**config.mk**
```make
export PLATFORM = sky130hd
export DESIGN_NAME = sgq_lane
export DESIGN_NICKNAME = d
export VERILOG_FILES = /design/src/rtl/sgq_pkg.sv /design/src/rtl/sgq_lane.sv
export SDC_FILE = /design/constraint.sdc
export NUM_CORES = 2
export LEC_CHECK = 0
export BUFFER_PORTS_ARGS = -buffer_cell sky130_fd_sc_hd__clkbuf_2
export CORE_ASPECT_RATIO = 0.75
export CORE_MARGIN = 3
export CORE_UTILIZATION = 65
export CTS_BUF_LIST = sky130_fd_sc_hd__clkbuf_8 sky130_fd_sc_hd__clkbuf_16
export CTS_CLUSTER_DIAMETER = 60
export DETAILED_ROUTE_END_ITERATION = 10
export GPL_TIMING_DRIVEN = 0
export PLACE_DENSITY = 0.83
export SYNTH_ARGS = -nofsm -noshare
export SYNTH_HDL_FRONTEND = slang
export SYNTH_SLANG_ARGS = --single-unit
```
**constraint.sdc**
```tcl
create_clock -name clock -period 24.9 [get_ports clock]
set_clock_uncertainty 0.2 [all_clocks]
set_input_delay 0 -clock clock [delete_from_list [all_inputs] [get_ports clock]]
set_output_delay 0 -clock clock [all_outputs]
set_load 0.01 [all_outputs]
```
**src/rtl/sgq_pkg.sv**
```systemverilog
// Shared types, constants and gain tables for the spectral gain quantizer.
`default_nettype none

package sgq_pkg;

   localparam int COEF_WIDTH  = 32;
   localparam int QUANT_WIDTH = 16;
   localparam int COUNT_WIDTH = 10;
   localparam int INDEX_WIDTH = 9;
   localparam int MANT_WIDTH  = 24;
   localparam int SHIFT_WIDTH = 8;
   localparam int PROD_WIDTH  = COEF_WIDTH + MANT_WIDTH;

   localparam logic [MANT_WIDTH-1:0]  MANT_ONE    = 24'h800000;
   localparam logic [INDEX_WIDTH-1:0] INDEX_MIN   = 9'h100;
   localparam logic [24:0]            QUANT_MAX   = 25'd32767;
   localparam logic [32:0]            QUANT_ROUND = 33'd96;
   localparam logic [31:0]            LIMIT_POS   = 32'h7fff_ffff;
   localparam logic [31:0]            LIMIT_NEG   = 32'h8000_0000;
   localparam logic [5:0]             DIV_STEPS   = 6'd47;

   typedef enum logic [2:0] {
      GAIN_IDLE,
      GAIN_MUL,
      GAIN_NORM,
      GAIN_RECIP,
      GAIN_DIV,
      GAIN_FIX
   } gain_state_type;

   typedef struct packed {
      logic [MANT_WIDTH-1:0]  mantissa;
      logic [SHIFT_WIDTH-1:0] shift;
   } gain_type;

   typedef struct packed {
      logic adv_a;
      logic adv_b;
      logic adv_c;
      logic adv_d;
   } lane_ctrl_type;

   function automatic logic [MANT_WIDTH-1:0] pow_mant(input logic [2:0] k);
      logic [MANT_WIDTH-1:0] m;
      case (k)
         3'd0:    m = 24'd9107605;
         3'd1:    m = 24'd9888228;
         3'd2:    m = 24'd11655933;
         3'd3:    m = 24'd16195866;
         3'd4:    m = 24'd15634661;
         3'd5:    m = 24'd14569916;
         3'd6:    m = 24'd12653021;
         default: m = 24'd9542640;
      endcase
      return m;
   endfunction

   function automatic logic [SHIFT_WIDTH-1:0] pow_exp(input logic [2:0] k);
      logic [SHIFT_WIDTH-1:0] e;
      case (k)
         3'd4:    e = 8'd1;
         3'd5:    e = 8'd3;
         3'd6:    e = 8'd7;
         3'd7:    e = 8'd15;
         default: e = 8'd0;
      endcase
      return e;
   endfunction

endpackage

`default_nettype wire

```
**src/rtl/sgq_lane.sv**
```systemverilog
// One coefficient lane: multiply by the gain, shift with rounding and saturation, then quantize.
`default_nettype none

module sgq_lane (
   input  wire logic                              clock,
   input  wire sgq_pkg::lane_ctrl_type            ctrl,
   input  wire sgq_pkg::gain_type                 gain,
   input  wire logic [sgq_pkg::COEF_WIDTH-1:0]    coef,
   output logic [sgq_pkg::QUANT_WIDTH-1:0]        quant,
   output logic [sgq_pkg::COEF_WIDTH-1:0]         scaled,
   output logic                                   nonzero
);

   logic [sgq_pkg::COEF_WIDTH-1:0]  coef_ff;
   logic [sgq_pkg::PROD_WIDTH-1:0]  prod_ff, prod_in;
   logic                            neg_b_ff;
   logic [31:0]                     mag_ff, mag_in;
   logic                            neg_c_ff;
   logic [sgq_pkg::QUANT_WIDTH-1:0] quant_ff, quant_in;
   logic [sgq_pkg::COEF_WIDTH-1:0]  scaled_ff, scaled_in;
   logic [24:0]                     q_raw;

   always_comb begin
      logic [31:0] mag;
      mag     = coef_ff[31] ? 32'(-coef_ff) : coef_ff;
      prod_in = mag * gain.mantissa;
   end

   always_comb begin
      logic signed [9:0] s;
      logic [9:0]        t;
      logic [5:0]        t6;
      logic [63:0]       r;
      logic [56:0]       rnd;
      logic [31:0]       limit;

      limit = neg_b_ff ? sgq_pkg::LIMIT_NEG : sgq_pkg::LIMIT_POS;
      s     = $signed({{2{gain.shift[7]}}, gain.shift}) - 10'sd23;
      t     = 10'(-s);
      t6    = t[5:0];
      rnd   = {1'b0, prod_ff} + (57'd1 << (t6 - 6'd1));
      if (s > 10'sd8) begin
         r = (prod_ff != '0) ? {32'd0, limit} : 64'd0;
      end else if (s >= 10'sd0) begin
         r = {8'd0, prod_ff} << s[3:0];
      end else if (t >= 10'd57) begin
         r = 64'd0;
      end else begin
         r = {7'd0, rnd >> t6};
      end
      mag_in = (r > {32'd0, limit}) ? limit : r[31:0];
   end

   always_comb begin
      logic [32:0] biased;
      biased    = {1'b0, mag_ff} + sgq_pkg::QUANT_ROUND;
      q_raw     = biased[32:8];
      quant_in  = (q_raw > sgq_pkg::QUANT_MAX) ? sgq_pkg::QUANT_MAX[15:0] : q_raw[15:0];
      if (neg_c_ff) begin
         quant_in  = 16'(-quant_in);
         scaled_in = 32'(-mag_ff);
      end else begin
         scaled_in = mag_ff;
      end
      nonzero = q_raw != '0;
   end

   always_ff @(posedge clock) begin
      if (ctrl.adv_a) begin
         coef_ff <= coef;
      end
      if (ctrl.adv_b) begin
         prod_ff  <= prod_in;
         neg_b_ff <= coef_ff[31];
      end
      if (ctrl.adv_c) begin
         mag_ff   <= mag_in;
         neg_c_ff <= neg_b_ff;
      end
      if (ctrl.adv_d) begin
         quant_ff  <= quant_in;
         scaled_ff <= scaled_in;
      end
   end

   assign quant  = quant_ff;
   assign scaled = scaled_ff;

endmodule

`default_nettype wire

```
* Word-level counts from Yosys, hierarchy flattened
Cells that the tools add are included. Widths: inputs -> output; s select.
Storage, ports and cells: logic and storage cells 36, input bits 69, register bits after elaboration 170, output and inout bits 49
Operators by class: order comparisons 5, mux-type cells 10, add/sub/neg operators 8, multipliers 1, shift-type cells 3, reductions and logical operators 2
Operators by type and width (number):
- $mux 32 | 5
- $mux 64 | 2
- $gt 64x32->1 | 1
- $neg 32->32 | 2
- $shl 56x4->64 | 1
- $add 56x57->57 | 1
- $mux 57 | 1
- $shl 1x6->57 const A | 1
- $shr 57x6->57 | 1
- $mul 32x24->56 | 1
- $reduce_bool 56->1 | 1
- $add 32x7->33 const B | 1
- $mux 16 | 2
- $gt 25x15->1 const B | 1
- $reduce_bool 25->1 | 1
- $neg 16->16 | 1
- $ge 10x6->1 const B | 1
- $neg 9->10 | 1
- $ge 9x1->1 const B | 1
- $gt 9x5->1 const B | 1
- $sub 8x6->9 const B | 1
- $sub 6x1->6 const B | 1

* Logic depth before layout (Yosys ltp)
word-level depth 11, mapped depth 55, mapped depth without buffers 44

* Least setup slack after synthesis
No wires, ideal clock.
kind input port to flip-flop, start point input gain[0] (netlist bit), end point register mag_ff[10], data pin, data required time 24440 ps, path buffers 11, cell stages on the path 52, data arrival time 11013 ps, library setup time 260 ps, setup slack 13427 ps, path through buf_2 clkinv_1 buf_1 buf_1 clkbuf_1 clkbuf_1 ha_1 buf_2 inv_2 o211ai_1 o21ai_0 nand2_1 xor2_1 clkbuf_1 clkbuf_1 clkbuf_1 clkbuf_1 xnor2_1 [16 not listed] nor2_1 o2bb2ai_1 ha_1 nor2b_1 o21a_1 o21a_1 o21a_1 o21a_1 o21a_1 o21a_1 o21ai_0 a21boi_0 o21a_1 o21a_1 o21a_1 o41ai_4 buf_6 mux2_4
Between the ends: longest elaborated chain between the ends 11, elaborated cells between the ends (all ways) 15, classes of those cells add/sub (4); order compare (4); shift (3); mux (4)
RTL lines:
- start, declared | line sgq_lane.sv:7 | input wire sgq_pkg::gain_type gain,
- $sub 8x6->9 (*) | line sgq_lane.sv:38 | s = $signed({{2{gain.shift[7]}}, gain.shift}) - 10'sd23;
- $neg 9->10 | line sgq_lane.sv:39 | t = 10'(-s);
- $sub 6x1->6 | line sgq_lane.sv:41 | rnd = {1'b0, prod_ff} + (57'd1 << (t6 - 6'd1));
- $shl 1x6->57 | line sgq_lane.sv:41
- $add 56x57->57 | line sgq_lane.sv:41
- $shr 57x6->57 | line sgq_lane.sv:49 | r = {7'd0, rnd >> t6};
- $mux 57 | line sgq_lane.sv:46 | end else if (t >= 10'd57) begin
- $mux 64 | line sgq_lane.sv:44 | end else if (s >= 10'sd0) begin
- $mux 64 (*) | line sgq_lane.sv:42 | if (s > 10'sd8) begin
- $gt 64x32->1 | line sgq_lane.sv:51 | mag_in = (r > {32'd0, limit}) ? limit : r[31:0];
- $mux 32 (*) | line sgq_lane.sv:51
- net mag_in[10] | line sgq_lane.sv:17 | logic [31:0] mag_ff, mag_in;
- end signal, assigned | line sgq_lane.sv:77 | mag_ff <= mag_in;
- end, declared | line sgq_lane.sv:17
The timed path passes the listed nets; every way through them passes the cells marked *. A chain may end at the register's enable or synchronous reset.

* Worst setup path in the final report
Same ends and word-level chain as after synthesis.

==> impl_metrics.tcl <==
set metrics [dict create \
    status "completed" \
    overflow 0 \
    cp_slowest_cell "o311ai_1" \
    antenna_found_initial 13 \
    numCtsBuffers 17 \
    port_buffers 115 \
    die_h_um 231.5 \
    grt_pass1_vias 40440 \
    h-tree-depth 4 \
    pin_count 118 \
    cp_slowest_stage_delay_ns 0.74 \
    yosys_warnings 0 \
    drt_wl_total_mm 170.5 \
    filler_cell_count 5228 \
    die_w_um 306.7 \
    drt_iter0_drc 6908 \
    clk_pin_slew_ns 0.10 \
    preCtsSetupSlack_ns 8.695 \
    multi_input_area_mm2 0.03516 \
    grt_pass1_wl_mm 252.2 \
    synth.distinct_cells 106 \
    hpwl_mm 137.0 \
    finalMaxSlewViolations 0 \
    endpoint_kind "flip-flop" \
    grt_max_degree 58 \
    cts_resized 0 \
    hold_class "in2reg" \
    fmax_ghz 0.05966 \
    clock-sinks 170 \
    rsz0062_at_grt "no" \
    placed_area_mm2 0.04576 \
    ant_nets 0 \
    ys_async_sr_fraction 0 \
    setup_ws_ns 8.138 \
    final_common_cell "nand2_1" \
    period_needed_ns 16.76 \
    critical_path_class "in2reg" \
    vias 42292 \
    cpMostUsedCell "o21a_1" \
    start_util 0.6579 \
    syn_avg_cell_area_um2 8.530 \
    grt_usage 0.4788 \
    post_drt_via_cell_ratio 6.745 \
    synthToLayoutAreaGrowth_pct 6.708 \
    tightestPinTransition_ns 1.437 \
    maxCapViolCount 0 \
    start_kind "input port" \
    gp_congestion 1.108 \
    synth_fp_nets 6173 \
    hold_viol 0 \
    ys_seq_elements 170 \
    relSlewSlack 0.03494 \
    cp_max_fo 11 \
    rows 82 \
    clockBufferDepth 2 \
    drc_errors 0 \
    nNetsFinal 6369 \
    synth_edf_count 170 \
    clk-insertion-delay-late_ns 0.53 \
    core-area_mm2 0.06700 \
    layout-drive-gt1-share 0.06231 \
    synth_flop_cell "edfxtp_1" \
    crit_family "compound AO/OA/AOI/OAI gates" \
    cp_num_buf_inv 15 \
    final_area_mm2 0.04703 \
    wire_per_inst_um 27.20 \
    cts_tree "built" \
    setup_viol 0 \
    ys_seq_area_frac 0.1158 \
    register_area_mm2 0.005105 \
    final_cell_mix "nand2_1, inv_1, fa_1" \
    post-route-util 0.7020 \
    synthCells 5167 \
    crit_arrival_ns 16.82 \
    setup_tns_ns 0 \
    cts_root_buffer "clkbuf_16" \
    fin_crit_sh 0.6732 \
    syn_area_mm2 0.04407 \
    dr.pass1.iters 9 \
    required_ns 24.96 \
    die_area_mm2 0.07100 \
]
final timing paths:
| path | from | endpoint | slack [ns] | cells past startpoint |
|---|---|---|---|---|
| setup / recovery | gain[0] | mag_ff[10]$_DFFE_PP_ | 8.14 | 53 |
| hold / removal | coef[1] | coef_ff[1]$_DFFE_PP_ | 0.05 | 2 |
| setup reg to reg | coef_ff[31]$_DFFE_PP_ | prod_ff[51]$_DFFE_PP_ | 11.37 | 30 |
| hold reg to reg | mag_ff[0]$_DFFE_PP_ | scaled[0]$_DFFE_PP_ | 0.36 | 0 |
cell type report:
| cell class | count | share of cell area |
|---|---|---|
| inverters | 696 | 0.05555 |
| clock inverters | 15 | 0.004070 |
| diodes | 12 | 0.0006385 |
| repair buffers | 177 | 0.02538 |
| well taps | 882 | 0.02346 |
| clock buffers | 17 | 0.009045 |
| multi-input cells | 3992 | 0.7475 |
| plain buffers | 309 | 0.02578 |
| flip-flops and latches | 170 | 0.1085 |
per-stage QoR:
step                instances  hold slack (ns)
floorplan                5167          -0.1011
global placement         6164         -0.02234
detailed placement       6165         -0.02139
CTS                      6258          0.02724
global route             6258          0.02398
finish                   6270          0.05232
routing by layer:
layer  GRT usage  routed length, µm
met2      0.6490              67080
met4      0.2342              10640
met1      0.6366              61340
met3      0.2331              31140
met5     0.01436                341
Yosys cell counts (71+ instances only):
library cell,n,area share
inv_1,694,0.059
xnor2_1,150,0.030
nand2_1,848,0.072
mux2i_1,74,0.017
and2_1,305,0.043
edfxtp_1,170,0.12
ha_1,278,0.079
o21ai_0,177,0.020
clkbuf_1,251,0.021
nor2_1,272,0.023
a21o_1,71,0.012
a21oi_1,242,0.027
fa_1,659,0.30
worst reg2reg max path: cells and delay by family, from the launching register on:
| family | cells | cell delay, ns |
|---|---|---|
| flops | 1 | 0.89 |
| fa+ha+maj | 8 | 4.14 |
| buf+inv | 6 | 2.97 |
| xor+xnor | 2 | 0.90 |
| simple gates | 6 | 0.98 |
| compound gates | 8 | 3.18 |
cell families (layout without fill, tap and decap cells):
kind of cell	after synthesis	count (layout)	synth area share
muxes	183	183	0.05888
xor gates and xnor gates	195	195	0.03952
and+or+nand+nor	1797	1797	0.1893
AOI/OAI and AO/OA	880	880	0.1314
DFF	170	170	0.1158
buffers and inverters	1005	1214	0.08678
adders and majority gates	937	937	0.3782
other	0	12	0
state kept, by name (all words and copies together) (netlist names):
name      cells
coef_ff      32
quant        16
prod_ff      56
neg_c_ff      1
mag_ff       32
scaled       32
neg_b_ff      1
timing repair:
| item | CTS | global route |
|---|---|---|
| hold endpoints to repair | 35 | 0 |
| hold buffers | 61 | 0 |
| buffers inserted | 0 | 0 |
Power is left out: the tool's default activity adds up to more than one toggle a clock period on the data nets, which glitch-free logic cannot reach.
