File: src/rtl/sgq_pkg.sv
// Shared types, constants and gain tables for the spectral gain quantizer.
`default_nettype none

package sgq_pkg;

   localparam int COEF_WIDTH  = 32;
   localparam int QUANT_WIDTH = 16;
   localparam int COUNT_WIDTH = 10;
   localparam int INDEX_WIDTH = 9;
   localparam int MANT_WIDTH  = 24;
   localparam int SHIFT_WIDTH = 8;
   localparam int PROD_WIDTH  = COEF_WIDTH + MANT_WIDTH;

   localparam logic [MANT_WIDTH-1:0]  MANT_ONE    = 24'h800000;
   localparam logic [INDEX_WIDTH-1:0] INDEX_MIN   = 9'h100;
   localparam logic [24:0]            QUANT_MAX   = 25'd32767;
   localparam logic [32:0]            QUANT_ROUND = 33'd96;
   localparam logic [31:0]            LIMIT_POS   = 32'h7fff_ffff;
   localparam logic [31:0]            LIMIT_NEG   = 32'h8000_0000;
   localparam logic [5:0]             DIV_STEPS   = 6'd47;

   typedef enum logic [2:0] {
      GAIN_IDLE,
      GAIN_MUL,
      GAIN_NORM,
      GAIN_RECIP,
      GAIN_DIV,
      GAIN_FIX
   } gain_state_type;

   typedef struct packed {
      logic [MANT_WIDTH-1:0]  mantissa;
      logic [SHIFT_WIDTH-1:0] shift;
   } gain_type;

   typedef struct packed {
      logic adv_a;
      logic adv_b;
      logic adv_c;
      logic adv_d;
   } lane_ctrl_type;

   function automatic logic [MANT_WIDTH-1:0] pow_mant(input logic [2:0] k);
      logic [MANT_WIDTH-1:0] m;
      case (k)
         3'd0:    m = 24'd9107605;
         3'd1:    m = 24'd9888228;
         3'd2:    m = 24'd11655933;
         3'd3:    m = 24'd16195866;
         3'd4:    m = 24'd15634661;
         3'd5:    m = 24'd14569916;
         3'd6:    m = 24'd12653021;
         default: m = 24'd9542640;
      endcase
      return m;
   endfunction

   function automatic logic [SHIFT_WIDTH-1:0] pow_exp(input logic [2:0] k);
      logic [SHIFT_WIDTH-1:0] e;
      case (k)
         3'd4:    e = 8'd1;
         3'd5:    e = 8'd3;
         3'd6:    e = 8'd7;
         3'd7:    e = 8'd15;
         default: e = 8'd0;
      endcase
      return e;
   endfunction

endpackage

`default_nettype wire

File: src/rtl/sgq_gain.sv
// Forms the inverse gain mantissa and shift from the gain index with one multiplier and a serial divider.
`default_nettype none

module sgq_gain (
   input  wire logic                             clock,
   input  wire logic                             reset,
   input  wire logic                             csr_write_enable,
   input  wire logic [sgq_pkg::INDEX_WIDTH-1:0]  csr_gain_index,
   output sgq_pkg::gain_type                     gain,
   output logic                                  busy
);

   sgq_pkg::gain_state_type state_ff, state_in;
   logic [sgq_pkg::MANT_WIDTH-1:0]  mant_out_ff, mant_out_in;
   logic [sgq_pkg::SHIFT_WIDTH-1:0] shift_out_ff, shift_out_in;
   logic [7:0]                      abs_ff, abs_in;
   logic                            positive_ff, positive_in;
   logic [2:0]                      k_ff, k_in;
   logic [sgq_pkg::MANT_WIDTH-1:0]  m_ff, m_in;
   logic [sgq_pkg::SHIFT_WIDTH-1:0] e_ff, e_in;
   logic [47:0]                     prod_ff, prod_in;
   logic [47:0]                     num_ff, num_in;
   logic [23:0]                     rem_ff, rem_in;
   logic [24:0]                     quo_ff, quo_in;
   logic [5:0]                      cnt_ff, cnt_in;

   always_comb begin
      logic [8:0]  neg_idx;
      logic [48:0] rnd;
      logic [24:0] m25;
      logic        inc1;
      logic        inc2;
      logic [24:0] rem_next;
      logic        qbit;

      state_in     = state_ff;
      mant_out_in  = mant_out_ff;
      shift_out_in = shift_out_ff;
      abs_in       = abs_ff;
      positive_in  = positive_ff;
      k_in         = k_ff;
      m_in         = m_ff;
      e_in         = e_ff;
      prod_in      = prod_ff;
      num_in       = num_ff;
      rem_in       = rem_ff;
      quo_in       = quo_ff;
      cnt_in       = cnt_ff;

      neg_idx  = 9'(-csr_gain_index);
      inc1     = prod_ff[47];
      rnd      = inc1 ? ({1'b0, prod_ff} + 49'h0_0080_0000) >> 24
                      : ({1'b0, prod_ff} + 49'h0_0040_0000) >> 23;
      m25      = rnd[24:0];
      inc2     = m25[24];
      rem_next = {rem_ff, num_ff[47]};
      qbit     = rem_next >= {1'b0, m_ff};

      unique case (state_ff)
         sgq_pkg::GAIN_IDLE: begin
            if (csr_write_enable) begin
               if (csr_gain_index == sgq_pkg::INDEX_MIN) begin
                  abs_in = 8'd255;
               end else if (csr_gain_index[8]) begin
                  abs_in = neg_idx[7:0];
               end else begin
                  abs_in = csr_gain_index[7:0];
               end
               positive_in = !csr_gain_index[8] && (csr_gain_index != '0);
               m_in        = sgq_pkg::MANT_ONE;
               e_in        = '0;
               k_in        = '0;
               state_in    = sgq_pkg::GAIN_MUL;
            end
         end
         sgq_pkg::GAIN_MUL: begin
            prod_in  = m_ff * sgq_pkg::pow_mant(k_ff);
            state_in = sgq_pkg::GAIN_NORM;
         end
         sgq_pkg::GAIN_NORM: begin
            if (abs_ff[k_ff]) begin
               m_in = inc2 ? m25[24:1] : m25[23:0];
               e_in = e_ff + sgq_pkg::pow_exp(k_ff) + 8'(inc1) + 8'(inc2);
            end
            if (k_ff == 3'd7) begin
               state_in = sgq_pkg::GAIN_RECIP;
            end else begin
               k_in     = k_ff + 3'd1;
               state_in = sgq_pkg::GAIN_MUL;
            end
         end
         sgq_pkg::GAIN_RECIP: begin
            if (!positive_ff) begin
               mant_out_in  = m_ff;
               shift_out_in = e_ff;
               state_in     = sgq_pkg::GAIN_IDLE;
            end else if (m_ff == sgq_pkg::MANT_ONE) begin
               mant_out_in  = m_ff;
               shift_out_in = 8'(-e_ff);
               state_in     = sgq_pkg::GAIN_IDLE;
            end else begin
               e_in     = 8'(-e_ff) - 8'd1;
               num_in   = 48'h8000_0000_0000 + {25'd0, m_ff[23:1]};
               rem_in   = '0;
               quo_in   = '0;
               cnt_in   = sgq_pkg::DIV_STEPS;
               state_in = sgq_pkg::GAIN_DIV;
            end
         end
         sgq_pkg::GAIN_DIV: begin
            rem_in = qbit ? 24'(rem_next - {1'b0, m_ff}) : rem_next[23:0];
            quo_in = {quo_ff[23:0], qbit};
            num_in = {num_ff[46:0], 1'b0};
            cnt_in = cnt_ff - 6'd1;
            if (cnt_ff == '0) begin
               state_in = sgq_pkg::GAIN_FIX;
            end
         end
         sgq_pkg::GAIN_FIX: begin
            if (quo_ff[24]) begin
               mant_out_in  = quo_ff[24:1];
               shift_out_in = e_ff + 8'd1;
            end else begin
               mant_out_in  = quo_ff[23:0];
               shift_out_in = e_ff;
            end
            state_in = sgq_pkg::GAIN_IDLE;
         end
         default: begin
            state_in = sgq_pkg::GAIN_IDLE;
         end
      endcase
   end

   always_ff @(posedge clock) begin
      if (reset) begin
         state_ff     <= sgq_pkg::GAIN_IDLE;
         mant_out_ff  <= sgq_pkg::MANT_ONE;
         shift_out_ff <= '0;
      end else begin
         state_ff     <= state_in;
         mant_out_ff  <= mant_out_in;
         shift_out_ff <= shift_out_in;
      end
   end

   always_ff @(posedge clock) begin
      abs_ff      <= abs_in;
      positive_ff <= positive_in;
      k_ff        <= k_in;
      m_ff        <= m_in;
      e_ff        <= e_in;
      prod_ff     <= prod_in;
      num_ff      <= num_in;
      rem_ff      <= rem_in;
      quo_ff      <= quo_in;
      cnt_ff      <= cnt_in;
   end

   assign gain.mantissa = mant_out_ff;
   assign gain.shift    = shift_out_ff;
   assign busy          = state_ff != sgq_pkg::GAIN_IDLE;

endmodule

`default_nettype wire

File: config.mk
export PLATFORM = sky130hd
export DESIGN_NAME = sgq_gain
export DESIGN_NICKNAME = d
export VERILOG_FILES = /design/src/rtl/sgq_pkg.sv /design/src/rtl/sgq_gain.sv
export SDC_FILE = /design/constraint.sdc
export NUM_CORES = 2
export LEC_CHECK = 0
export BUFFER_PORTS_ARGS = -buffer_cell sky130_fd_sc_hd__buf_2
export CORE_AREA = 2 2 233 235
export DETAILED_ROUTE_END_ITERATION = 12
export DIE_AREA = 0 0 235 237
export HOLD_SLACK_MARGIN = 0.15
export PLACE_DENSITY = 0.79
export SETUP_SLACK_MARGIN = 0.3
export SYNTH_ARGS = -nofsm -noshare
export SYNTH_HDL_FRONTEND = slang
export SYNTH_SLANG_ARGS = --single-unit
File: constraint.sdc
create_clock -name clock -period 10 [get_ports clock]
set_input_delay 0 -clock clock [delete_from_list [all_inputs] [get_ports clock]]
set_output_delay 0 -clock clock [all_outputs]
set_load 0.01 [all_outputs]
-- After elaboration in Yosys (flattened, before gate mapping)
Index checks and enable logic that the tools add are counted.
- add/sub/neg operators: 13
- reductions and logical operators: 18
- order comparisons: 2
- multipliers: 1
- muxes and demuxes: 48
- equal/unequal tests: 21
- operators by type and width (operator ; number):
    24-bit two-way mux ; 10
    23-bit case mux with 7 select lines ; 1
    24-bit case mux with 2 select lines ; 3
    48-bit two-way mux ; 2
    48-bit case mux with 2 select lines ; 1
    8-bit two-way mux ; 10
    25-bit two-way mux ; 3
    25-bit case mux with 2 select lines ; 1
    48-bit by 24-bit adder with 49-bit output (second input constant) ; 1
    48-bit by 23-bit adder with 48-bit output (first input constant) ; 1
    48-bit by 23-bit adder with 48-bit output (second input constant) ; 1
    24-bit by 24-bit multiplier with 48-bit output ; 1
    25-bit by 24-bit greater-or-equal comparator with 1-bit output ; 1
    24-bit == test (second input constant) ; 1
    8-bit case mux with 3 select lines ; 1
    24-bit subtractor ; 1
    3-bit == test (second input constant) ; 6
    3-bit two-way mux ; 6
    8-bit by 1-bit adder with 8-bit output ; 2
    8-bit negation ; 2
    4-bit case mux with 4 select lines ; 1
    8-bit case mux with 2 select lines ; 1
    3-bit case mux with 5 select lines ; 1
    3-bit by 2-bit == test with 1-bit output (second input constant) ; 4
    26 further kinds ; 41
- output and inout bits: 33
- input bits: 12
- logic and storage cells: 116
- flip-flop bits (word level): 230

-- Logic depth before layout (Yosys ltp)
- depth in word-level cells: 9
- gate-level depth with buffers: 34
- gate-level depth less buffers: 30

-- Worst setup path after synthesis
Ideal clock, no wire load.
- kind: reg2reg
- from: register k_ff[2]
- to: register prod_ff[43] (data pin)
- data required time: 9820 ps
- setup time: 180 ps
- arrival: 8226 ps
- period minus slack after synthesis: 8406 ps
- buffers on the path: 4
- slack: 1594 ps
- cell stages (with the launch flop): 32
- cells stage by stage: edfxtp_1 > clkbuf_1 > clkinv_1 > ha_1 > clkbuf_1 > or3_1 > clkbuf_1 > o21ai_0 > clkbuf_1 > and2_1 > fa_1 > fa_1 > inv_1 > fa_1 > fa_1 > inv_1 > fa_1 > fa_1 > inv_1 > fa_1 > inv_1 > ha_1 > a211oi_1 > o21ai_0 > nor3_1 > a211oi_1 > a41oi_1 > o21ai_1 > a21o_1 > and3_1 > or2_2 > o311ai_1
- longest elaborated chain between the ends: 4
- elaborated cells between the ends (all ways): 10
- those cells by class: 1 x mul; 6 x eq/ne; 2 x mux; 1 x reduce/logical
- ends and longest elaborated chain (item ; line ; text):
    start: declaration ; sgq_gain.sv:18 ; logic [2:0] k_ff, k_in;
    start signal: assignment ; sgq_gain.sv:150 ; k_ff <= k_in;
    3-bit == test (tied with other cells) ; sgq_pkg.sv:45 ; case (k)
    23-bit case mux with 7 select lines * ; sgq_pkg.sv:45 ;
    24-bit two-way mux * ; sgq_gain.sv:59 ; unique case (state_ff)
    24-bit by 24-bit multiplier with 48-bit output * ; sgq_gain.sv:77 ; prod_in = m_ff * sgq_pkg::pow_mant(k_ff);
    end signal: assignment ; sgq_gain.sv:153 ; prod_ff <= prod_in;
    end: declaration ; sgq_gain.sv:21 ; logic [47:0] prod_ff, prod_in;
Mark *: on every way between the ends. The rest lies on a longest branch, timed or not. The select of a mux whose other input is x is not followed.
A chain may end at the register's enable or synchronous reset.

-- Final worst setup path
- from: register k_ff[0]
- to: register prod_ff[43] (data pin)
Same word-level chain as after synthesis.

==> flow_summary.json <==
{
  "synthArstFlopShare": 0,
  "endpoint_kind": "register",
  "yosys_register_bits": 208,
  "drt_wl_total_mm": 76.7,
  "fmax_mhz": 110,
  "synth_edf_count": 173,
  "met2_usage": 0.445,
  "use_met1": 0.367,
  "grt.busiest_layer": "met2",
  "final-setup-viol-count": 0,
  "insertion_delay_ns": 0.55,
  "grt_use_total": 0.281,
  "grt_pass1_wl_mm": 124,
  "coreArea_sq_um": 53300,
  "synthAdderAreaFrac": 0.418,
  "synth_cell_types": 69,
  "htree_num_levels": 1,
  "grt_max_degree": 91,
  "drt-vias-per-instance": 5.75,
  "cp-start-kind": "register",
  "netlist_instances": 3151,
  "die_h_um": 237,
  "clk_pin_slew_ns": 0.06,
  "cts_tree": "done",
  "rsz0062_at_grt": "false",
  "synth-simple-area-share": 0.157,
  "clkSinkCount": 208,
  "outcome": "completed",
  "fin_worst_skew_ns": 0.0417,
  "cts_buffers": 23,
  "tightest_slew_ns": 1.07,
  "start_util": 0.546,
  "antenna_found_initial": 4,
  "synth_mux_area_frac": 0.0141,
  "drtIter0Drc": 2097,
  "die_x_um": 235,
  "final_cell_mix": "inv_1, fa_1, nor2_1, nand2_1, ha_1",
  "min_period_ns": 9.11,
  "drc": 0,
  "cp_max_fo": 18,
  "maxCapViolCount": 0,
  "critPathKind": "reg -> reg",
  "overflow": 0,
  "fin_crit_sh": 0.911,
  "layout_commonest_cell": "inv_1",
  "cp.arrival_ns": 9.48,
  "dpl.hpwl_mm": 57.4,
  "row_count": 85,
  "worstSetupStartpoint": "k_ff[0]$_SDFFCE_PN0P_",
  "vias": 22300,
  "netlist_area_sq_um": 29100,
  "slew_headroom": 0.263,
  "grt_pass1_vias": 22800,
  "synth_xor_area_frac": 0.0301,
  "cts_root_buf": "clkbuf_16",
  "die_area_sq_um": 55700,
  "clockBufferDepth": 3,
  "portBuffers": 44,
  "regToRegStartpoint": "k_ff[0]$_SDFFCE_PN0P_",
  "tns_ns": 0,
  "min-delay-start": "shift_out_ff[2]$_SDFFE_PP0P_",
  "place.gp.congestion": 0.959,
  "use_met3": 0.0698,
  "hold_viol_final": 0,
  "avgSynthCellArea_sq_um": 9.23,
  "drive_gt1_frac": 0.0601,
  "io_pins": 45,
  "post_drt_wl_per_cell_um": 19.8,
  "synth_compound_area_frac": 0.0796,
  "synth_top_family_by_area": "adder cells",
  "antenna_left": 0,
  "ys.flop_type": "edfxtp_1",
  "area_growth_pct": 7.34,
  "ys_seq_area_frac": 0.203,
  "drv_slew": 0,
  "required_ns": 10.37,
  "hold_path_class": "reg -> reg",
  "yosys_warnings": 0,
  "nets": 3867,
  "first_pass_iters": 6,
  "synth_nets": 3858
}
==> layer usage <==
| metal | part of all wire | vias up |
|---|---|---|
| li1 | - | 9867 |
| met1 | 0.37 | 10800 |
| met2 | 0.45 | 1229 |
| met3 | 0.11 | 340 |
| met4 | 0.058 | 0 |
| met5 | 0 | - |
==> final timing paths <==
path / endpoint / slack, ns / depth (start not counted)
max: prod_ff[43]$_DFFE_PP_ / 0.89 / 27
min: shift_out_ff[2]$_SDFFE_PP0P_ / 0.45 / 2
max reg2reg: prod_ff[43]$_DFFE_PP_ / 0.89 / 27
min reg2reg: shift_out_ff[2]$_SDFFE_PP0P_ / 0.45 / 2
==> cell type report <==
type,count,area (sq um)
Sequential cell,208,5900
Multi-Input combinational cell,2183,20400
Tap cell,696,871
Fill cell,4431,22100
Timing Repair Buffer,138,983
Clock buffer,25,593
Inverter,606,2270
Antenna cell,1,2.50
Clock inverter,17,221
==> Yosys cell counts, drive strengths merged (3+ instances only) <==
cell type	number	area [sq um]
a2111oi	8	88.8
a211oi	65	488
a21boi	3	22.5
a21o	28	210
a21oi	119	596
a31oi	9	56.3
and2	180	1130
and3	8	50.1
buf	15	91.3
clkbuf	139	523
clkinv	9	33.8
dfxtp	35	701
edfxtp	173	5190
fa	460	9210
ha	235	2940
inv	597	2240
mux2	3	33.8
mux2i	33	330
nand2	312	1170
nand2b	22	145
nand3	27	145
nand4	13	81.3
nor2	316	1200
nor2b	42	263
nor3	23	126
nor3b	3	22.5
nor4	8	50.1
o211ai	3	22.5
o21a	5	37.5
o21ai	94	489
o221ai	4	35.0
o22ai	8	50.1
o31ai	4	30.0
o32ai	3	26.3
or2	4	25.0
or3	16	100
xnor2	62	543
xor2	38	333
==> cell families (layout without fill, tap and decap cells) <==
| family | Yosys count | in the layout |
|---|---|---|
| other cells | 0 | 1 |
| xor+xnor | 100 | 100 |
| mux | 38 | 38 |
| flops | 208 | 208 |
| simple gates | 979 | 979 |
| compound gates | 371 | 371 |
| fa+ha+maj | 695 | 695 |
| buf+inv | 760 | 786 |
==> critical path: stages, from the launching register on <==
cell and delay (ns):
edfxtp_1 0.55, inv_1 0.15, ha_1 0.40, nor2_2 0.85, buf_4 0.35, nor2_1 0.09
fa_1 0.55, fa_1 0.54, inv_1 0.05, fa_1 0.50, fa_1 0.52, inv_1 0.06
fa_1 0.45, fa_1 0.51, inv_1 0.05, fa_1 0.47, inv_1 0.04, ha_1 0.28
a211oi_1 0.19, o21ai_0 0.16, nor3_1 0.24, a211oi_2 0.15, a41oi_2 0.47, o21ai_1 0.28
a21o_1 0.25, and3_1 0.20, or2_2 0.32, o311ai_1 0.22
==> what timing repair did <==
action	4_1_cts	5_1_grt
setup buffers	0	0
endpoints found under the setup margin	0	15
endpoints found under the hold margin	55	0
gates resized for setup	0	5
hold buffers	23	0
==> registers in the layout, indices dropped and copies added (netlist names) <==
signal and cells:
m_ff 24, abs_ff 8, rem_ff 24, prod_ff 26
shift_out_ff 8, num_ff 48, e_ff 8, quo_ff 25
positive_ff 1, k_ff 3, cnt_ff 6, state_ff 3
mant_out_ff 24
==> per-stage QoR <==
| step | instance area [sq um] | hold WS (ns) | util | cells | worst slack (ns) |
|---|---|---|---|---|---|
| final | 31200 | 0.454 | 0.586 | 3874 | 0.895 |
| after floorplan | 29100 | 0.156 | - | 3151 | 1.59 |
| after global placement | 30200 | 0.337 | 0.566 | 3808 | 0.619 |
| after detailed placement | 30200 | 0.348 | 0.566 | 3808 | 0.459 |
| after CTS | 31200 | 0.452 | 0.586 | 3873 | 0.425 |
| after global routing | 31200 | 0.476 | 0.586 | 3873 | 0.415 |
Power is not shown: default switching activity piles up to over one toggle a cycle in this logic, so the estimate is an artifact.
