[src/rtl/sgq_pkg.sv]
// Shared types, constants and gain tables for the spectral gain quantizer.
`default_nettype none

package sgq_pkg;

   localparam int COEF_WIDTH  = 32;
   localparam int QUANT_WIDTH = 16;
   localparam int COUNT_WIDTH = 10;
   localparam int INDEX_WIDTH = 9;
   localparam int MANT_WIDTH  = 24;
   localparam int SHIFT_WIDTH = 8;
   localparam int PROD_WIDTH  = COEF_WIDTH + MANT_WIDTH;

   localparam logic [MANT_WIDTH-1:0]  MANT_ONE    = 24'h800000;
   localparam logic [INDEX_WIDTH-1:0] INDEX_MIN   = 9'h100;
   localparam logic [24:0]            QUANT_MAX   = 25'd32767;
   localparam logic [32:0]            QUANT_ROUND = 33'd96;
   localparam logic [31:0]            LIMIT_POS   = 32'h7fff_ffff;
   localparam logic [31:0]            LIMIT_NEG   = 32'h8000_0000;
   localparam logic [5:0]             DIV_STEPS   = 6'd47;

   typedef enum logic [2:0] {
      GAIN_IDLE,
      GAIN_MUL,
      GAIN_NORM,
      GAIN_RECIP,
      GAIN_DIV,
      GAIN_FIX
   } gain_state_type;

   typedef struct packed {
      logic [MANT_WIDTH-1:0]  mantissa;
      logic [SHIFT_WIDTH-1:0] shift;
   } gain_type;

   typedef struct packed {
      logic adv_a;
      logic adv_b;
      logic adv_c;
      logic adv_d;
   } lane_ctrl_type;

   function automatic logic [MANT_WIDTH-1:0] pow_mant(input logic [2:0] k);
      logic [MANT_WIDTH-1:0] m;
      case (k)
         3'd0:    m = 24'd9107605;
         3'd1:    m = 24'd9888228;
         3'd2:    m = 24'd11655933;
         3'd3:    m = 24'd16195866;
         3'd4:    m = 24'd15634661;
         3'd5:    m = 24'd14569916;
         3'd6:    m = 24'd12653021;
         default: m = 24'd9542640;
      endcase
      return m;
   endfunction

   function automatic logic [SHIFT_WIDTH-1:0] pow_exp(input logic [2:0] k);
      logic [SHIFT_WIDTH-1:0] e;
      case (k)
         3'd4:    e = 8'd1;
         3'd5:    e = 8'd3;
         3'd6:    e = 8'd7;
         3'd7:    e = 8'd15;
         default: e = 8'd0;
      endcase
      return e;
   endfunction

endpackage

`default_nettype wire

[src/rtl/sgq_merge.sv]
// Merges the lane results into the frame position, significant count and frame end flag.
`default_nettype none

module sgq_merge #(
   parameter int MAX_COEFS = 512
) (
   input  wire logic                              clock,
   input  wire logic                              reset,
   input  wire sgq_pkg::lane_ctrl_type            ctrl,
   input  wire logic                              last_pair,
   input  wire logic                              nonzero_a,
   input  wire logic                              nonzero_b,
   output logic [sgq_pkg::COUNT_WIDTH-1:0]        significant_count,
   output logic                                   frame_done
);

   localparam logic [sgq_pkg::COUNT_WIDTH:0] PAIR_LIMIT =
      (sgq_pkg::COUNT_WIDTH + 1)'(MAX_COEFS / 2);

   logic [sgq_pkg::COUNT_WIDTH-1:0] position_ff, position_in;
   logic [sgq_pkg::COUNT_WIDTH-1:0] sig_end_ff, sig_end_in;
   logic [sgq_pkg::COUNT_WIDTH-1:0] count_ff, count_in;
   logic                            done_ff, done_in;

   always_comb begin
      logic [sgq_pkg::COUNT_WIDTH:0] next_pos;
      logic [sgq_pkg::COUNT_WIDTH:0] doubled;
      logic [sgq_pkg::COUNT_WIDTH-1:0] sig;

      position_in = position_ff;
      sig_end_in  = sig_end_ff;
      count_in    = count_ff;
      done_in     = done_ff;
      next_pos    = {1'b0, position_ff} + 1'b1;
      doubled     = next_pos << 1;
      sig         = (nonzero_a || nonzero_b) ? doubled[sgq_pkg::COUNT_WIDTH-1:0] : sig_end_ff;
      if (ctrl.adv_d) begin
         count_in = sig;
         done_in  = last_pair || (next_pos >= PAIR_LIMIT);
         if (done_in) begin
            position_in = '0;
            sig_end_in  = '0;
         end else begin
            position_in = next_pos[sgq_pkg::COUNT_WIDTH-1:0];
            sig_end_in  = sig;
         end
      end
   end

   always_ff @(posedge clock) begin
      if (reset) begin
         position_ff <= '0;
         sig_end_ff  <= '0;
      end else begin
         position_ff <= position_in;
         sig_end_ff  <= sig_end_in;
      end
   end

   always_ff @(posedge clock) begin
      count_ff <= count_in;
      done_ff  <= done_in;
   end

   assign significant_count = count_ff;
   assign frame_done        = done_ff;

endmodule

`default_nettype wire

[config.mk]
export PLATFORM = sky130hd
export DESIGN_NAME = sgq_merge
export DESIGN_NICKNAME = d
export VERILOG_FILES = /design/src/rtl/sgq_pkg.sv /design/src/rtl/sgq_merge.sv
export SDC_FILE = /design/constraint.sdc
export NUM_CORES = 1
export LEC_CHECK = 0
export BUFFER_PORTS_ARGS = -buffer_cell sky130_fd_sc_hd__buf_2
export CELL_PAD_IN_SITES_DETAIL_PLACEMENT = 0
export CELL_PAD_IN_SITES_GLOBAL_PLACEMENT = 2
export CORE_MARGIN = 4
export CORE_UTILIZATION = 37
export DETAILED_ROUTE_END_ITERATION = 6
export GPL_TIMING_DRIVEN = 0
export PLACE_DENSITY = 0.9
export SLEW_MARGIN = 20
export SYNTH_ARGS = -nofsm -noshare
export SYNTH_HDL_FRONTEND = slang
export SYNTH_SLANG_ARGS = --single-unit
[constraint.sdc]
create_clock -name clock -period 5.7 [get_ports clock]
set_input_delay 0.285 -clock clock [delete_from_list [all_inputs] [get_ports clock]]
set_output_delay 0.285 -clock clock [all_outputs]
set_load 0.05 [all_outputs]
# Word-level counts from Yosys, hierarchy flattened
# Index checks and enable logic that the tools add are counted.
[totals] ff_bits=31 in_bits=9 out_inout_bits=11 wordCells=11
[classes] n_addsub=1 magnitude_cmp=1 muxes=3 n_reduce_logical=2
[op_table] op="2-to-1 mux 10 bit" n=3
[op_table] op="adder 10 x 1 -> 11 bit (second input constant)" n=1
[op_table] op=">= comparator 11 x 9 -> 1 bit (second input constant)" n=1
[op_table] op="logical OR 1 bit" n=2

# Logic depth before layout (Yosys ltp)
# Gate-level depths: netlist of the first run.
[logic_depth] ltp_word=4 ltp_mapped=7 ltp_nobuf=7

# Worst setup path before layout of the first run
# No wires, ideal clock.
[synth_timing] path_kind="register to register" startpoint="reg position_ff[0] (netlist bit)" endpoint="reg position_ff[0] (netlist bit)" setup_ns=0.070 t_arrival_ns=1.895 required_time_ns=5.630 slack_ns=3.735 path_stages_with_launch=8 n_path_buf=0 synth_period_minus_slack_ns=1.965 cell_sequence="dfxtp_1 ha_1 nand3_1 or4_4 nand2_4 inv_4 or3_1 a21oi_1"
[synth_between] elab_chain_len=4
[synth_lines] element="start: declaration" line="sgq_merge.sv:20" rtl="logic [sgq_pkg::COUNT_WIDTH-1:0] position_ff, position_in;"
[synth_lines] element="start signal: assignment" line="sgq_merge.sv:55" rtl="position_ff <= position_in;"
[synth_lines] element="adder 10 x 1 -> 11 bit *" line="sgq_merge.sv:34" rtl="next_pos = {1'b0, position_ff} + 1'b1;"
[synth_lines] element=">= comparator 11 x 9 -> 1 bit" line="sgq_merge.sv:39" rtl="done_in = last_pair || (next_pos >= PAIR_LIMIT);"
[synth_lines] element="logical OR 1 bit" line="sgq_merge.sv:39"
[synth_lines] element="2-to-1 mux 10 bit *" line="sgq_merge.sv:40" rtl="if (done_in) begin"
# Every way passes the cells marked *; elsewhere a longest branch is shown, timed or not.
# A chain may end at the register's enable or synchronous reset.

# Final worst setup path of the first run
[layout_timing] startpoint="reg position_ff[0] (netlist bit)" endpoint="reg sig_end_ff[7] (netlist bit)"
[layout_between] elab_chain_len=4 elab_cells_between_ends=5 classes_between="1 x add/sub; 1 x order compare; 2 x mux; 1 x reduce/logical"
[layout_lines] element="adder 10 x 1 -> 11 bit *" line="sgq_merge.sv:34"
[layout_lines] element=">= comparator 11 x 9 -> 1 bit" line="sgq_merge.sv:39"
[layout_lines] element="logical OR 1 bit" line="sgq_merge.sv:39"
[layout_lines] element="2-to-1 mux 10 bit *" line="sgq_merge.sv:40"
[layout_lines] element="end signal: assignment" line="sgq_merge.sv:56" rtl="sig_end_ff <= sig_end_in;"
[layout_lines] element="end: declaration" line="sgq_merge.sv:21" rtl="logic [sgq_pkg::COUNT_WIDTH-1:0] sig_end_ff, sig_end_in;"
# Marked as above.

==> results.cfg, run 1 <==
[finish]
layout.filler_cells = 378
num-nets-final = 173
fraction_of_final_layout_cells_with_drive_strength_greater_than_1_pct = 20.1
antenna_cells = 0
final_cells = 210
area_delta_synth_final_pct = 15.7
finish.utilization_pct = 46.2

[place]
place.detailed.hpwl_um = 2140
gp_routability_congestion = 0.784
io_buffer_count = 16
dp.cells = 202

[timing]
slew_viol_final = 0
timing.hold.ws_ns = 0.408
slew_headroom_pct = 56.8
fin_tns_setup_ns = 0
final_min_period_over_clock_period_pct = 39.3
final.setup_skew_ns = 0.00400
timing_worst_slew_pin_value_ns = 0.646
finalSetupViolations = 0
final_period_minus_worst_setup_slack_ns = 2.24
rsz0062_at_grt = no
count_of_endpoints_failing_hold_in_the_final_timing_report = 0
max_freq_ghz = 0.447

[critical_path]
reg2reg_from = position_ff[0]
worst_setup_path_start_kind = flip-flop
critical_path_peak_fanout = 10
critical_path.top_delay_family = simple AND/OR/NAND/NOR gates
reg2reg_slack_ns = 3.46
data_arrival_time_of_the_critical_path_ns = 2.46
path_cells = ha_1, nand3_1, or4_4, nand2_4, inv_4, nor3_4, a32o_1
cp_slowest_stage_delay_ns = 0.58
worstSetupEndpointType = flip-flop
critical_path_class = reg -> reg
rr_endpoint = sig_end_ff[7]
worstRegToRegCells = 7
cp.buffers_inverters = 1
critical_path_required_ns = 5.92
critPathSlowestCell = sky130_fd_sc_hd__or4_4

[floorplanning]
design.portCount = 20
die_area_um2 = 4780
die-width_um = 69.2
die_height_um = 69.2
core_area_um2 = 3470
placementRows = 21
initial_core_utilization_pct = 39.9

[power]
pwr-share-clk_pct = 35.8
share_seq_of_total_power_pct = 54.0
pwr-share-comb_pct = 10.2
vdd.ir_drop.worst_v = 0.0000802
net-switching-power_uw = 110
total_power_uw = 439
sw_frac_of_total_pct = 25.0
internal_power_of_the_cells_uw = 329
p_leak_uw = 0.000586
power-per-cell-area_nw_per_um2 = 274

[clock_network]
clkLatencyLatePin_ns = 0.28
cts_tree = done
cts_setup_buffers = 0
cts_root_buffer = sky130_fd_sc_hd__clkbuf_8
ctsResizeCount = 0
cts-buffers-inserted = 5
path_clk_slew_ns = 0.06
h_tree_depth = 2
clock_path_buffers = 2
cts_hold_buffers = 0
cts.sink_count = 31

[global_route]
grt_first_pass_wirelength_um = 5120
antenna_found_initial = 0
gr-usage-all-layers_pct = 13.3
grt_start_max_net_pins = 13
grt_pass1_vias = 1099
overflow_left_after_global_routing = 0

[logic_synthesis]
cell_type_contributing_the_most_total_cell_area_after_synthesis = sky130_fd_sc_hd__dfxtp_1
post_synthesis_cell_count = 140
syn_avg_cell_area_um2 = 9.88
synth.area.top_cells = sky130_fd_sc_hd__dfxtp_1 (29%), sky130_fd_sc_hd__edfxtp_1 (24%), sky130_fd_sc_hd__nand3_1 (4.3%), sky130_fd_sc_hd__a21oi_1 (3.6%), sky130_fd_sc_hd__nor2_1 (3.5%)
yosysWarnings = 0
synth-edff-count = 11
dominantRegCellSynth = sky130_fd_sc_hd__dfxtp_1
postSynthRegisterBits = 31
synth_seq_area_share_pct = 52.8
ys_async_sr_fraction_pct = 0
synth_top_cell_area_share_pct = 28.9
ys_types = 41
synthesis.area_um2 = 1380
synthesis.nets = 150

[hold_path]
hold_path_end = significant_count[8]
hold_path.startpoint = ctrl[0]
timing.hold.worst_path_depth = 1
hold_class = in -> reg

[detailed_routing]
ant_nets = 0
drtPass1Iterations = 4
routedWlPerCell_um = 14.0
post-route-drc-count = 0
detail_route.iter0.violations = 66
vias = 1113
avgViaCountPerCell = 5.30
wl_um = 2940

[run_status]
run_status = complete, no violations

[flow_run]
drv.max_cap_violation_count = 0
## synth_stat cells, drive strengths merged (2+ instances only)
cell type,count
a211oi,2
nor3,3
a21oi,10
and2,4
nand2b,2
nand2,13
o21ai,10
nand3,12
clkbuf,2
a22o,5
dfxtp,20
xnor2,3
a31oi,4
inv,4
nand4,2
nor2,13
edfxtp,11
or3,2
## cells by family after synthesis
kind of cell / Yosys count / synth area share [%]
AO/OA/AOI/OAI: 37 / 17.1
XOR/XNOR: 4 / 2.53
adder cells (fa/ha/maj): 1 / 0.904
multiplexers: 1 / 0.814
buffers and inverters: 10 / 4.34
flip-flops: 31 / 52.8
AND/OR/NAND/NOR: 56 / 21.5
## layer usage
layer / share of wire (%) / vias up / track usage [%]
met5: 0 / - / 0
met4: 1.9 / 0 / 7.16
met3: 3.2 / 5 / 3.49
met2: 47 / 16 / 20.3
met1: 48 / 530 / 16.9
li1: - / 562 / -
## power groups by stage
stage / combinational [uW] / sequential (uW) / clock (uW)
detailed placement: 45.4 / 242 / 0
global placement: 45.2 / 242 / 0
floorplan: 17.4 / 257 / 0
CTS: 45.5 / 237 / 164
finish: 44.9 / 237 / 157
global route: 48.7 / 237 / 172
## metrics by stage
step	instance area [um^2]	worst slack, ns
after detailed placement	1520	3.49
after global placement	1520	3.50
after floorplan	1380	3.73
after global routing	1600	3.33
final	1600	3.46
after CTS	1600	3.47
## layout make-up
type                       instances  area [um^2]  area share (%)
clock inverter                     2         7.51           0.469
multi-input combinational         99          593            37.0
buffer                             5         38.8            2.42
tap                               46         57.6            3.59
timing repair buffer              16         80.1            5.00
clock buffer                       6         72.6            4.53
inverter                           5         21.3            1.33
sequential                        31          731            45.6
## cell usage in the layout (no fill, tap or decap), drive strengths merged, types with 2 or more instances in the layout
cell type	Yosys	routed
a31oi	4	4
buf	1	17
inv	4	4
or3	2	2
a22o	5	5
o21ai	10	10
dfxtp	20	20
nand4	2	2
a211oi	2	2
edfxtp	11	11
clkbuf	2	8
nor3	3	3
nand3	12	12
nand2	13	13
xnor2	3	3
nor2	13	13
nand2b	2	2
and2	4	4
a21oi	10	10
clkinv	1	3
## worst max path at each step
stage,from,endpoint,slack (ns),cells past startpoint
after CTS,position_ff[0],sig_end_ff[7],3.47,7
after floorplan,position_ff[0],position_ff[0],3.73,7
after global routing,position_ff[0],sig_end_ff[7],3.33,7
after global placement,position_ff[0],sig_end_ff[7],3.50,7
after detailed placement,position_ff[0],sig_end_ff[7],3.49,7
final,position_ff[0],sig_end_ff[7],3.46,7
## state kept, by name, summed over array words and instances, names as in the netlist
register,count
position_ff,10
frame_done,1
significant_count,10
sig_end_ff,10
(Power assumes the default switching activity.)
==> run 2, diff against run 1 <==
--- a/config.mk
+++ b/config.mk
@@ -5,14 +5,15 @@
 export SDC_FILE = /design/constraint.sdc
 export NUM_CORES = 1
 export LEC_CHECK = 0
+export ABC_AREA = 1
 export BUFFER_PORTS_ARGS = -buffer_cell sky130_fd_sc_hd__buf_2
 export CELL_PAD_IN_SITES_DETAIL_PLACEMENT = 0
 export CELL_PAD_IN_SITES_GLOBAL_PLACEMENT = 2
 export CORE_MARGIN = 4
-export CORE_UTILIZATION = 37
+export CORE_UTILIZATION = 33
 export DETAILED_ROUTE_END_ITERATION = 6
 export GPL_TIMING_DRIVEN = 0
-export PLACE_DENSITY = 0.9
+export PLACE_DENSITY = 0.86
 export SLEW_MARGIN = 20
 export SYNTH_ARGS = -nofsm -noshare
 export SYNTH_HDL_FRONTEND = slang
==> constraint.sdc (replaced) <==
create_clock -name clock -period 2.2 [get_ports clock]
set_input_delay 0.11 -clock clock [delete_from_list [all_inputs] [get_ports clock]]
set_output_delay 0.11 -clock clock [all_outputs]
set_load 0.05 [all_outputs]
==> run 2 against run 1 <==
Against the previous run:
- register-to-register slack worse by 3.0 ns
- total power rose to 2.6 times the previous value
- critical path type unchanged
- sequential share of layout area decreased by 1.7 points
- cell count grew 16%
- non-clock buffer count shrank 1
- via count rose by 7.7%
- sequential power rose to 2.6 times the previous value
- critical endpoint is now sig_end_ff[8]
- clock-buffer cell count unchanged
- sequential cell count is the same
==> results.cfg, run 2 <==
[floorplanning]
core_area_um2 = 4120
die_area_um2 = 5510
placementRows = 23
die_height_um = 74.2
die-width_um = 74.2
design.portCount = 20
initial_core_utilization_pct = 35.1

[logic_synthesis]
synth.area.top_cells = sky130_fd_sc_hd__dfxtp_1 (28%), sky130_fd_sc_hd__edfxtp_1 (23%), sky130_fd_sc_hd__nand2_1 (15%), sky130_fd_sc_hd__o21ai_2 (4.2%), sky130_fd_sc_hd__nor2_1 (3.6%)
dominantRegCellSynth = sky130_fd_sc_hd__dfxtp_1
cell_type_contributing_the_most_total_cell_area_after_synthesis = sky130_fd_sc_hd__dfxtp_1
yosys.cell_count.top_type = sky130_fd_sc_hd__nand2_1
synthesis.nets = 181
postSynthRegisterBits = 31
synth_top_cell_area_share_pct = 27.7
main_combinational_cell_family_by_area_after_synthesis = simple AND/OR/NAND/NOR gates
yosys.area_share.simple_pct = 30.5
synth_seq_area_share_pct = 50.5
post_synthesis_cell_count = 171
yosysWarnings = 0
synthesis.area_um2 = 1450
synthXorXnorAreaFrac_pct = 0.606
synthAdderAreaFrac_pct = 0.865
syn_avg_cell_area_um2 = 8.46
synth_compound_gate_area_share_pct = 12.1
synth.cells.most_frequent = sky130_fd_sc_hd__nand2_1 (56), sky130_fd_sc_hd__dfxtp_1 (20), sky130_fd_sc_hd__nor2_1 (14)
synth-edff-count = 11
ys_async_sr_fraction_pct = 0
muxShareOfSynthArea_pct = 0
ys_types = 26

[run_status]
run_status = complete, no violations

[finish]
antenna_cells = 0
layout_common_cells = sky130_fd_sc_hd__nand2_1 (56), sky130_fd_sc_hd__dfxtp_1 (20), sky130_fd_sc_hd__buf_2 (17)
finish.utilization_pct = 40.5
num-nets-final = 203
area_delta_synth_final_pct = 15.1
final_common_cell = sky130_fd_sc_hd__nand2_1
final_cells = 244
fraction_of_final_layout_cells_with_drive_strength_greater_than_1_pct = 22.7

[critical_path]
critical_path_required_ns = 2.43
data_arrival_time_of_the_critical_path_ns = 1.92
cp.buffers_inverters = 1
path_cells = ha_1, nand2_2, nor2_4, nand2_2, nand2_4, nand2_4, nor2_8, nand3_2, buf_6, o21ai_2
worstSetupEndpointType = flip-flop
worst_setup_path_start_kind = flip-flop
cp-startpoint = position_ff[1]
critical_path_peak_fanout = 10
critical_path_class = reg -> reg
critical_path.top_delay_family = simple AND/OR/NAND/NOR gates
critPathSlowestCell = sky130_fd_sc_hd__dfxtp_1
cp_slowest_stage_delay_ns = 0.38
reg2reg_from = position_ff[1]

[global_route]
grt_pass1_vias = 1097
groute.layer.met2.usage_pct = 20.0
antenna_found_initial = 0
overflow_left_after_global_routing = 0
met1_usage_pct = 17.1
grt_first_pass_wirelength_um = 5330
gr-usage-met3_pct = 5.00
grt_start_max_net_pins = 13
gr-max-usage-layer = met2
gr-usage-all-layers_pct = 13.2

[detailed_routing]
routedWlPerCell_um = 13.5
wl_um = 3280
avgViaCountPerCell = 4.91
vias = 1199
drtPass1Iterations = 4
detail_route.iter0.violations = 83
ant_nets = 0
post-route-drc-count = 0

[clock_network]
cts_tree = done
ctsResizeCount = 0
cts_setup_buffers = 0
cts_hold_buffers = 0
h_tree_depth = 2
cts.sink_count = 31
clkLatencyLatePin_ns = 0.29
cts-buffers-inserted = 5
path_clk_slew_ns = 0.07
cts_root_buffer = sky130_fd_sc_hd__clkbuf_8
clock_path_buffers = 2

[place]
gp_routability_congestion = 0.866
io_buffer_count = 15
dp.cells = 236
place.detailed.hpwl_um = 2380

[flow_run]
drv.max_cap_violation_count = 0

[power]
power-per-cell-area_nw_per_um2 = 695
vdd.ir_drop.worst_v = 0.000221
p_leak_uw = 0.000627

[timing]
timing_worst_slew_pin_value_ns = 0.786
finalSetupViolations = 0
final_period_minus_worst_setup_slack_ns = 1.69
slew_headroom_pct = 47.4
slew_viol_final = 0
final.setup_skew_ns = 0.00821
count_of_endpoints_failing_hold_in_the_final_timing_report = 0
max_freq_ghz = 0.591
fin_tns_setup_ns = 0
rsz0062_at_grt = no
final_min_period_over_clock_period_pct = 76.9
timing.hold.ws_ns = 0.177

[hold_path]
hold_class = in -> reg
hold_path.startpoint = reset
## run 2: cell types whose count changed after synthesis, moves of 4 or more
cell	previous run	this run
sky130_fd_sc_hd__nand2_1	12	56
sky130_fd_sc_hd__inv_1	3	13
sky130_fd_sc_hd__o21ai_2	1	7
sky130_fd_sc_hd__a22o_1	5	0
sky130_fd_sc_hd__o21ai_0	9	5
## run 2: path summary, 6_finish.rpt
check,slack (ns),cells after the start,end
hold reg to reg,0.46,2,sig_end_ff[0]
hold / removal,0.18,2,position_ff[7]
setup reg to reg,0.51,10,sig_end_ff[8]
setup / recovery,0.51,10,sig_end_ff[8]
## run 2: logic make-up (layout without fill, tap and decap cells)
kind of cell	Yosys count	after routing
compound gates	25	25
fa+ha+maj	1	1
flops	31	31
xor+xnor	1	1
simple gates	95	95
buf+inv	18	41
## run 2: through the flow
| step | setup slack [ns] | total power (uW) | area [um^2] |
|---|---|---|---|
| 4_1_cts | 0.487 | 1160 | 1670 |
| 2_1_floorplan | 0.724 | 704 | 1450 |
| 3_3_place_gp | 0.542 | 735 | 1580 |
| 6_report | 0.507 | 1160 | 1670 |
| 5_1_grt | 0.390 | 1210 | 1670 |
| 3_5_place_dp | 0.508 | 736 | 1580 |
## run 2: area by class of cell
type / instances / area, um^2
sequential: 31 / 731
clock buffer: 6 / 72.6
tap: 50 / 62.6
timing repair buffer: 15 / 75.1
multi-input combinational: 122 / 638
clock inverter: 2 / 8.76
fill: 428 / 2450
buffer: 5 / 28.8
inverter: 13 / 48.8
## run 2: layer usage
layer	routed length [um]	vias to the layer above
met5	0	-
met4	63	0
met3	254	6
met2	1530	34
met1	1440	554
li1	-	605
## run 2: where the power goes
group	switching (uW)	total [uW]	internal, uW
Clock	217	434	217
Sequential	5.41	613	608
Combinational	85.8	110	24.0
==> run 3, diff against run 2 <==
--- a/config.mk
+++ b/config.mk
@@ -10,10 +10,10 @@
 export CELL_PAD_IN_SITES_DETAIL_PLACEMENT = 0
 export CELL_PAD_IN_SITES_GLOBAL_PLACEMENT = 2
 export CORE_MARGIN = 4
-export CORE_UTILIZATION = 33
+export CORE_UTILIZATION = 30
 export DETAILED_ROUTE_END_ITERATION = 6
 export GPL_TIMING_DRIVEN = 0
-export PLACE_DENSITY = 0.86
+export PLACE_DENSITY = 0.82
 export SLEW_MARGIN = 20
 export SYNTH_ARGS = -nofsm -noshare
 export SYNTH_HDL_FRONTEND = slang
==> constraint.sdc (replaced) <==
create_clock -name clock -period 1.4 [get_ports clock]
set_input_delay 0.07 -clock clock [delete_from_list [all_inputs] [get_ports clock]]
set_output_delay 0.07 -clock clock [all_outputs]
set_load 0.05 [all_outputs]
==> run 3 against run 2 <==
Against the previous run:
- the flow now finishes with violations (negative setup slack)
- first-iteration DRC count up 34%
- utilization up 1.9 points
- maximum frequency up 9.2%
- sequential share of layout area down 5.1 points
- worst setup slack worse by 0.66 ns
- register-to-register slack worse by 0.66 ns
- sequential cell count unchanged
- cell count up 4.9%
- largest cell class is now multi-input gates
- largest power group unchanged
- highest routed layer unchanged
==> results.cfg, run 3 (synthesis gave the netlist of run 2 again) <==
[detailed_routing]
vias = 1249
drtPass1Iterations = 4
detail_route.iter0.violations = 111
post-route-drc-count = 0
routedWlPerCell_um = 13.7
wl_um = 3510
avgViaCountPerCell = 4.88
ant_nets = 0

[clock_network]
cts_root_buffer = sky130_fd_sc_hd__clkbuf_8
cts.sink_count = 31
cts_tree = done
clkLatencyLatePin_ns = 0.28
cts_hold_buffers = 0
cts-buffers-inserted = 5
clock_path_buffers = 2
h_tree_depth = 2
path_clk_slew_ns = 0.07

[finish]
finish.utilization_pct = 42.4
num-nets-final = 213
final_cells = 256
antenna_cells = 0
fraction_of_final_layout_cells_with_drive_strength_greater_than_1_pct = 37.3
area_delta_synth_final_pct = 31.9
layout_common_cells = sky130_fd_sc_hd__nand2_1 (52), sky130_fd_sc_hd__buf_2 (17), sky130_fd_sc_hd__dfxtp_1 (16)
final_common_cell = sky130_fd_sc_hd__nand2_1

[critical_path]
worst_setup_path_start_kind = flip-flop
critical_path.top_delay_family = simple AND/OR/NAND/NOR gates
critical_path_peak_fanout = 10
cp_slowest_stage_delay_ns = 0.42
critical_path_required_ns = 1.61
cp.buffers_inverters = 1
worstSetupEndpointType = flip-flop
data_arrival_time_of_the_critical_path_ns = 1.76
path_cells = nand2_1, nor2_2, nand2_2, nand2_4, nand2_4, nor2_8, nand3_4, buf_12, a21oi_2
critPathSlowestCell = sky130_fd_sc_hd__dfxtp_1
critical_path_class = reg -> reg
rr_endpoint = position_ff[0]
worstRegToRegCells = 9
worst_path_most_repeated_cell = sky130_fd_sc_hd__nand2_4
reg2reg_from = position_ff[6]
reg2reg_slack_ns = -0.15

[timing]
fin_ws_ns = -0.150
max_freq_ghz = 0.645
final_period_minus_worst_setup_slack_ns = 1.55
slew_viol_final = 0
finalSetupViolations = 19
rsz0062_at_grt = yes
final.setup_skew_ns = 0.00601
timing_worst_slew_pin_value_ns = 0.754
final_min_period_over_clock_period_pct = 111
timing.hold.ws_ns = 0.138
count_of_endpoints_failing_hold_in_the_final_timing_report = 0
slew_headroom_pct = 49.6

[power]
power-per-cell-area_nw_per_um2 = 1060
share_seq_of_total_power_pct = 47.7
internal_power_of_the_cells_uw = 1530
vdd.ir_drop.worst_v = 0.000526
net-switching-power_uw = 487
p_leak_uw = 0.000712
pwr-share-comb_pct = 9.8
pwr-share-clk_pct = 42.5
sw_frac_of_total_pct = 24.2

[global_route]
grt_pass1_vias = 1194
grt_start_max_net_pins = 13
grt_first_pass_wirelength_um = 5870
gr-usage-all-layers_pct = 12.5
overflow_left_after_global_routing = 0
antenna_found_initial = 0

[run_status]
violations = negative setup slack
run_status = finished with violations

[place]
dp.cells = 238
place.detailed.hpwl_um = 2440
io_buffer_count = 15
gp_routability_congestion = 0.884

[hold_path]
hold_path.startpoint = reset
hold_path_end = sig_end_ff[7]
hold_class = in -> reg
timing.hold.worst_path_depth = 2

[flow_run]
drv.max_cap_violation_count = 0

[floorplanning]
initial_core_utilization_pct = 32.1
die_height_um = 77.4
die_area_um2 = 6000
placementRows = 24
design.portCount = 20
die-width_um = 77.4
core_area_um2 = 4500
==> run 3: per-layer routing <==
metal	vias up	wire length, um	global-route usage, %
li1	627	-	-
met1	585	1520	15.1
met2	32	1750	20.6
met3	5	182	4.40
met4	0	57	4.80
met5	-	0	0
==> run 3: how the worst max path moves through the flow <==
stage | cells after the start | slack [ns] | start | end
after global placement | 5 | -0.28 | ctrl[0] | position_ff[3]
final | 9 | -0.15 | position_ff[6] | position_ff[0]
after floorplan | 10 | 0.0007 | position_ff[1] | position_ff[0]
after CTS | 10 | -0.11 | position_ff[1] | sig_end_ff[4]
after global routing | 10 | -0.22 | position_ff[1] | position_ff[0]
after detailed placement | 5 | -0.32 | ctrl[0] | position_ff[3]
==> run 3: area by class of cell <==
cell class              instances  area (um^2)
plain buffers                   5         37.5
clock buffers                   5         68.8
clock inverters                 3         38.8
fillers                       443         2600
inverters                      13         51.3
multi-input cells             122          744
flip-flops and latches         31          741
well taps                      52         65.1
repair buffers                 25          161
==> run 3: what timing repair did <==
item	CTS	global route
hold endpoints to repair	0	0
buffers inserted	6	4
gates resized for setup	12	22
gates cloned	0	0
endpoints found under the setup margin	20	26
pin swaps	5	6
==> run 3: stage by stage <==
stage                     TNS (ns)  total power, uW  cell area (um^2)  setup WS [ns]
after CTS                    -1.46             2020              1800         -0.109
final                        -2.12             2020              1910         -0.150
after detailed placement     -3.19             1160              1610         -0.315
after floorplan                  0             1110              1470       0.000690
after global routing         -3.48             2110              1910         -0.217
after global placement       -2.78             1160              1610         -0.281
==> run 3: power by group through the flow <==
stage | sequential [uW] | clock, uW | combinational, uW
after floorplan | 1040 | 0 | 69.8
after global placement | 984 | 0 | 175
after detailed placement | 985 | 0 | 176
after CTS | 962 | 877 | 184
after global routing | 964 | 930 | 211
final | 962 | 856 | 197
